`config.mk`:
```
export PLATFORM = sky130hd
export DESIGN_NAME = duplicate_value_counter
export DESIGN_NICKNAME = d
export VERILOG_FILES = /design/src/hw/rtl/dvc_pkg.sv /design/src/hw/rtl/duplicate_value_counter.sv
export SDC_FILE = /design/constraint.sdc
export NUM_CORES = 2
export LEC_CHECK = 0
export BUFFER_PORTS_ARGS = -buffer_cell sky130_fd_sc_hd__buf_4
export CORE_MARGIN = 2
export CORE_UTILIZATION = 25
export CTS_BUF_LIST = sky130_fd_sc_hd__clkbuf_8
export CTS_CLUSTER_DIAMETER = 80
export DETAILED_ROUTE_END_ITERATION = 7
export PLACE_DENSITY_LB_ADDON = 0.2
export RECOVER_POWER = 100
export SLEW_MARGIN = 0
export SYNTH_ARGS = -nofsm -noshare
export SYNTH_HDL_FRONTEND = slang
export SYNTH_SLANG_ARGS = --single-unit
```
`constraint.sdc`:
```
create_clock -name clock -period 13.25 [get_ports clock]
set_clock_uncertainty 0.1 [all_clocks]
set_input_delay 1.325 -clock clock [delete_from_list [all_inputs] [get_ports clock]]
set_output_delay 1.325 -clock clock [all_outputs]
set_load 0.01 [all_outputs]
```
`src/hw/rtl/dvc_pkg.sv`:
```
package dvc_pkg;

   localparam int VALUE_W           = 32;
   localparam int OCC_W             = 7;
   localparam int OCC_MAX           = 127;
   localparam int DEFAULT_MAX_ITEMS = 64;

endpackage

```
`src/hw/rtl/duplicate_value_counter.sv`:
```
// duplicate_value_counter
//
// Loads a list of signed 32-bit values, one transfer per cycle on the request
// side (start high while busy is low, req_last_item marks the final element).
// Elements beyond MAX_ITEMS are dropped and reported through rsp_overflow.
// After the final element the block goes busy and walks the stored list with
// one comparator and one store read port: for each position it reads the
// value, then scans the list from the start, counting equal entries and
// abandoning the position as soon as an equal value sits at an earlier place.
// Each repeated value is reported once, in order of first occurrence, with its
// total count. If nothing repeats, a single transfer with rsp_found low ends
// the run. rsp_last_result marks the final transfer of every run.
//
// Throughput: one element per cycle while loading. The report walk reads the
// stored list through the single store read port that feeds the comparator;
// busy stays high throughout.
// Results appear for exactly one cycle with rsp_valid; the receiver cannot
// stall them. Reset empties the list and clears the overflow flag; store
// contents need no clearing since only written entries are compared.
module duplicate_value_counter
   import dvc_pkg::*;
#(
   parameter int MAX_ITEMS = DEFAULT_MAX_ITEMS
) (
   input  logic                      clock,
   input  logic                      reset,
   input  logic                      start,
   output logic                      busy,
   input  logic signed [VALUE_W-1:0] req_value,
   input  logic                      req_last_item,
   output logic                      rsp_valid,
   output logic                      rsp_found,
   output logic signed [VALUE_W-1:0] rsp_repeated_value,
   output logic [OCC_W-1:0]          rsp_occurrences,
   output logic                      rsp_overflow,
   output logic                      rsp_last_result
);

   localparam int IDX_W = $clog2(MAX_ITEMS);
   localparam int CNT_W = $clog2(MAX_ITEMS + 1);
   localparam int EXT_W = (CNT_W > OCC_W) ? CNT_W : OCC_W;

   typedef enum logic [2:0] {
      S_IDLE,
      S_FETCH,
      S_LATCH,
      S_SCAN,
      S_DRAIN
   } state_type;

   state_type                 state_ff;
   logic [VALUE_W-1:0]        store_mem [MAX_ITEMS];
   logic [VALUE_W-1:0]        rd_data_ff;
   logic [IDX_W-1:0]          rd_addr_in;
   logic                      wr_en_in;

   logic [CNT_W-1:0]          fill_ff;
   logic                      dropped_ff;
   logic [IDX_W-1:0]          i_ff;
   logic [IDX_W-1:0]          j_ff;
   logic [CNT_W-1:0]          cnt_ff;
   logic [VALUE_W-1:0]        cur_ff;
   logic                      pend_valid_ff;
   logic [VALUE_W-1:0]        pend_value_ff;
   logic [OCC_W-1:0]          pend_occ_ff;

   logic                      rsp_valid_ff;
   logic                      rsp_found_ff;
   logic [VALUE_W-1:0]        rsp_value_ff;
   logic [OCC_W-1:0]          rsp_occ_ff;
   logic                      rsp_overflow_ff;
   logic                      rsp_last_ff;

   logic                      accept;
   logic                      eq;
   logic                      is_before;
   logic                      j_last;
   logic                      i_last;
   logic                      emit;
   logic [CNT_W-1:0]          cnt_sum;
   logic [EXT_W-1:0]          cnt_ext;
   logic [OCC_W-1:0]          occ_sat;

   assign busy   = (state_ff != S_IDLE);
   assign accept = start && !busy;
   assign wr_en_in = accept && (fill_ff < CNT_W'(MAX_ITEMS));

   assign eq        = (rd_data_ff == cur_ff);
   assign is_before = (j_ff < i_ff);
   assign j_last    = ((CNT_W'(j_ff) + CNT_W'(1)) == fill_ff);
   assign i_last    = ((CNT_W'(i_ff) + CNT_W'(1)) == fill_ff);
   assign cnt_sum   = cnt_ff + CNT_W'(eq);
   assign cnt_ext   = EXT_W'(cnt_sum);
   assign occ_sat   = (cnt_ext > EXT_W'(OCC_MAX)) ? OCC_W'(OCC_MAX) : cnt_ext[OCC_W-1:0];
   assign emit      = j_last && !(eq && is_before) && (cnt_sum > CNT_W'(1));

   always_comb begin
      unique case (state_ff)
         S_FETCH: rd_addr_in = i_ff;
         S_LATCH: rd_addr_in = '0;
         S_SCAN:  rd_addr_in = j_ff + IDX_W'(1);
         default: rd_addr_in = j_ff;
      endcase
   end

   always_ff @(posedge clock) begin
      if (wr_en_in) begin
         store_mem[fill_ff[IDX_W-1:0]] <= req_value;
      end
      rd_data_ff <= store_mem[rd_addr_in];
   end

   always_ff @(posedge clock) begin
      if (reset) begin
         state_ff      <= S_IDLE;
         fill_ff       <= '0;
         dropped_ff    <= 1'b0;
         pend_valid_ff <= 1'b0;
         rsp_valid_ff  <= 1'b0;
         i_ff          <= '0;
         j_ff          <= '0;
         cnt_ff        <= '0;
      end else begin
         unique case (state_ff)
            S_IDLE: begin
               rsp_valid_ff <= 1'b0;
               if (accept) begin
                  if (wr_en_in) begin
                     fill_ff <= fill_ff + CNT_W'(1);
                  end else begin
                     dropped_ff <= 1'b1;
                  end
                  if (req_last_item) begin
                     i_ff          <= '0;
                     pend_valid_ff <= 1'b0;
                     state_ff      <= S_FETCH;
                  end
               end
            end
            S_FETCH: begin
               rsp_valid_ff <= 1'b0;
               state_ff     <= S_LATCH;
            end
            S_LATCH: begin
               rsp_valid_ff <= 1'b0;
               cur_ff       <= rd_data_ff;
               j_ff         <= '0;
               cnt_ff       <= '0;
               state_ff     <= S_SCAN;
            end
            S_SCAN: begin
               rsp_valid_ff <= emit && pend_valid_ff;
               if ((eq && is_before) || j_last) begin
                  if (emit) begin
                     rsp_found_ff    <= 1'b1;
                     rsp_value_ff    <= pend_value_ff;
                     rsp_occ_ff      <= pend_occ_ff;
                     rsp_overflow_ff <= dropped_ff;
                     rsp_last_ff     <= 1'b0;
                     pend_valid_ff   <= 1'b1;
                     pend_value_ff   <= cur_ff;
                     pend_occ_ff     <= occ_sat;
                  end
                  if (i_last) begin
                     state_ff <= S_DRAIN;
                  end else begin
                     i_ff     <= i_ff + IDX_W'(1);
                     state_ff <= S_FETCH;
                  end
               end else begin
                  cnt_ff <= cnt_sum;
                  j_ff   <= j_ff + IDX_W'(1);
               end
            end
            S_DRAIN: begin
               rsp_valid_ff    <= 1'b1;
               rsp_found_ff    <= pend_valid_ff;
               rsp_value_ff    <= pend_valid_ff ? pend_value_ff : '0;
               rsp_occ_ff      <= pend_valid_ff ? pend_occ_ff : '0;
               rsp_overflow_ff <= dropped_ff;
               rsp_last_ff     <= 1'b1;
               pend_valid_ff   <= 1'b0;
               fill_ff         <= '0;
               dropped_ff      <= 1'b0;
               state_ff        <= S_IDLE;
            end
            default: begin
               rsp_valid_ff <= 1'b0;
               state_ff     <= S_IDLE;
            end
         endcase
      end
   end

   assign rsp_valid          = rsp_valid_ff;
   assign rsp_found          = rsp_found_ff;
   assign rsp_repeated_value = rsp_value_ff;
   assign rsp_occurrences    = rsp_occ_ff;
   assign rsp_overflow       = rsp_overflow_ff;
   assign rsp_last_result    = rsp_last_ff;

   a_mid_result_busy: assert property (@(posedge clock) disable iff (reset)
      rsp_valid && !rsp_last_result |-> busy)
      else $error("non-final result outside the report walk");

   a_found_count: assert property (@(posedge clock) disable iff (reset)
      rsp_valid && rsp_found |-> rsp_occurrences >= OCC_W'(2))
      else $error("repeated value reported with count below two");

   a_empty_is_last: assert property (@(posedge clock) disable iff (reset)
      rsp_valid && !rsp_found |-> rsp_last_result)
      else $error("empty-run result not marked final");

   a_fill_bound: assert property (@(posedge clock) disable iff (reset)
      fill_ff <= CNT_W'(MAX_ITEMS))
      else $error("fill count beyond store depth");

   a_run_ends_idle: assert property (@(posedge clock) disable iff (reset)
      rsp_valid && rsp_last_result |-> !busy && fill_ff == '0 && !dropped_ff)
      else $error("run did not return to an empty list");

endmodule

```
==> parameters.txt <==
Parameter                              Value

Outcome
  Result of the run ... complete, but fails checks
  Failing checks ... capacitance limit, slew limit

Yosys
  Fraction of registers with async set or reset after synthesis ... 0%
  Number of register bits inferred by synthesis ... 2,225
  Largest cells by area after synthesis ... edfxtp_1, nand2_1, mux2i_1, a32oi_1, mux4_2
  Commonest register cell after synthesis ... edfxtp_1
  Count of synthesis-stage warnings from yosys ... 0
  Top-count cell post-synth ... edfxtp_1
  Most used standard cells in the synthesized netlist ... edfxtp_1, nand2_1, mux2i_1
  Yosys cell types ... 73
  Sequential share of the synthesized area ... 77.1%
  Top cell type by total area after synthesis ... edfxtp_1
  Number of synthesized flops with an enable pin ... 2,161
  Mean area per synthesized cell ... 15.6 um2
  Share of the synthesized area in the top cell type ... 75.6%
  Post-synth net total ... 5,534
  Mapped Cells ... 5,488
  Combined area of all synthesized cells ... 85,800 um2

Critical path
  Slowest CP cell ... nand2_1
  Ordered list of cells on the worst path ... nor2b_1, o21ai_4, buf_4, nand2_1, buf_4, buf_4, mux2i_1, a32oi_1, a31oi_1, nand4_1
  Critical Path Start Type ... flop
  Most frequent CP cell ... buf_4
  Worst path buffer plus inverter count ... 3
  Crit path required time ... 13,940 ps
  Cell family with most CP delay ... simple AND/OR/NAND/NOR gates
  Data arrival, critical path ... 8950 ps
  Type of the setup path with the least slack ... flop to flop
  Maximum fanout count along the critical path ... 82
  Endpoint kind of the worst setup timing path ... flop
  Slowest stage delay, CP ... 2990 ps

GRT
  Via count of the first global-routing pass ... 50,300
  Antenna violations before repair ... 47
  Met3 Track Usage GR ... 3.83%
  Routing usage on met1 ... 22.1%
  Global-route usage over all layers ... 16.7%
  Wire length of the first global-routing pass ... 408,000 um
  Met2 capacity usage during global routing ... 26.5%
  Total congestion overflow after global routing ... 0
  Largest net degree at the start of global routing ... 139
  Most used routing layer ... met2

STA
  Hold Violations, Final ... 0
  Headroom to the max-slew limit ... -177%
  Share of the cycle needed by the critical path after routing ... 62.4%
  Max Freq ... 121 MHz
  Max-slew violation total from the final report ... 4,371
  Worst-Margin Slew ... 4160 ps
  Least setup slack across all paths after layout ... 4980 ps
  Setup-violating endpoint count in the final report ... 0
  Unrepaired setup endpoints after global routing ... false
  Post-layout min period ... 8270 ps
  Total negative slack for setup checks ... 0 ps

Power and ir drop
  Total leakage power ... 0.0331 uW
  Worst ir drop on vdd ... 0.0729 mV
  Power per cell area ... 150 nW/um2

Clock network
  Buffer cell driving the clock tree root ... clkbuf_8
  Buffer count from post-CTS setup fixing ... 0
  Cts-stage hold buffer count ... 0
  Depth of the CTS H-tree ... 5
  Post-CTS Resized ... 0
  Clk sinks ... 2,225
  Clock-pin transition on the worst setup and hold timing paths ... 60 ps
  Clock tree from TritonCTS ... done
  Number of clock buffers inserted by TritonCTS ... 387
  Insertion delay of the later-clocked pin in the worst-skew pair ... 1010 ps
  CTS max path bufs ... 4

Die
  Die area ... 348,000 um2
  Top Ports ... 80
  Chip Width ... 590 um
  Core Rows ... 215
  Die Height ... 590 um
  Starting density of the core ... 25.1%
  Core Region ... 342,000 um2

Layout
  Final Instance Area ... 99,000 um2
  Proportion of layout cells with a drive suffix above 1 ... 11.8%
  # nets final ... 5,801
  Area Overhead vs Synth ... 15.4%

Routing
  DRC violation count after routing ... 0
  Aggregate routed wire length ... 299,000 um
  Drt first-iter violations ... 5,481
  Number of search-and-repair iterations in the first detailed-routing pass ... 5
  Wire length per cell ... 28.1 um
  Via count ... 51,000
  Remaining number of nets flagged by the antenna check after routing ... 0
  Average vias per placed instance ... 4.79

Flow run
  Number of max-cap violations ... 104

Placement
  Total of buffers placed on input and output ports ... 79
  Placement Setup Slack ... 7600 ps
  Final Wtd Congestion ... 0.789
  Detailed-placement wirelength estimate ... 159,000 um
  DP Area ... 92,500 um2

Hold path
  Type of the worst min-delay path ... flop to flop
==> metrics by stage <==
stage / util (%) / cells / hold slack (ps) / total power (uW)
after floorplan: - / 5488 / 309 / 8570
after global placement: 27.0 / 9923 / 333 / 9050
after detailed placement: 27.0 / 9923 / 335 / 9060
after CTS: 29.1 / 10600 / 347 / 15000
after global routing: 28.9 / 10600 / 369 / 15400
final: 28.9 / 10600 / 345 / 14900
==> sequential cells by signal, summed over array words and instances, names as in the netlist <==
name and cells:
state_ff 3, rsp_occurrences 7, pend_value_ff 32, cnt_ff 7
pend_occ_ff 7, rd_data_ff 32, fill_ff 7, rsp_found 1
rsp_valid 1, rsp_last_result 1, cur_ff 32, store_mem 2048
rsp_repeated_value 32, pend_valid_ff 1, j_ff 6, i_ff 6
dropped_ff 1, rsp_overflow 1
==> final timing paths <==
| kind | start | endpoint | slack [ps] | depth (start not counted) |
|---|---|---|---|---|
| max reg2reg | state_ff[0] | rd_data_ff[26] | 4980 | 10 |
| min | rd_data_ff[29] | cur_ff[29] | 340 | 0 |
| max | state_ff[0] | rd_data_ff[26] | 4980 | 10 |
| min reg2reg | rd_data_ff[29] | cur_ff[29] | 340 | 0 |
==> area by class of cell <==
class | instances | area [um2]
fill | 34400 | 243000
sequential | 2225 | 66200
multi-input combinational | 2901 | 18700
clock buffer | 422 | 5810
tap | 4557 | 5700
clock inverter | 275 | 1370
timing repair buffer | 229 | 1220
inverter | 11 | 41.3
antenna | 16 | 40.0
==> power by group <==
| part | total, uW | internal [uW] | switching (uW) |
|---|---|---|---|
| combinational | 1010 | 286 | 720 |
| clock | 5950 | 3060 | 2890 |
| sequential | 7920 | 7810 | 110 |
| total | 14900 | 11200 | 3720 |
==> per-layer routing <==
layer	vias up	part of all wire, %
met5	-	0.0090
met4	4	3.8
met3	492	7.7
met2	1961	46
met1	26600	43
li1	21900	-
==> logic make-up (layout without fill, tap and decap cells) <==
group	count (synthesis)	in the layout	synth area share [%]
fa+ha+maj	10	10	0.146
mux	358	358	5.02
buf+inv	362	937	1.78
simple gates	1828	1828	9.43
compound gates	654	654	5.97
xor+xnor	51	51	0.521
flops	2225	2225	77.1
other cells	0	16	0
==> placed cells by master (no fill, tap or decap), types with 99 or more instances in the layout <==
| cell | instances |
|---|---|
| edfxtp_1 | 2161 |
| and3_1 | 99 |
| a32oi_1 | 295 |
| clkbuf_8 | 422 |
| a31oi_1 | 119 |
| nand3_1 | 220 |
| inv_1 | 144 |
| nand4_1 | 116 |
| clkbuf_1 | 154 |
| nand2_1 | 1153 |
| mux2i_1 | 299 |
Note: power is estimated with default switching activity, not from simulation.
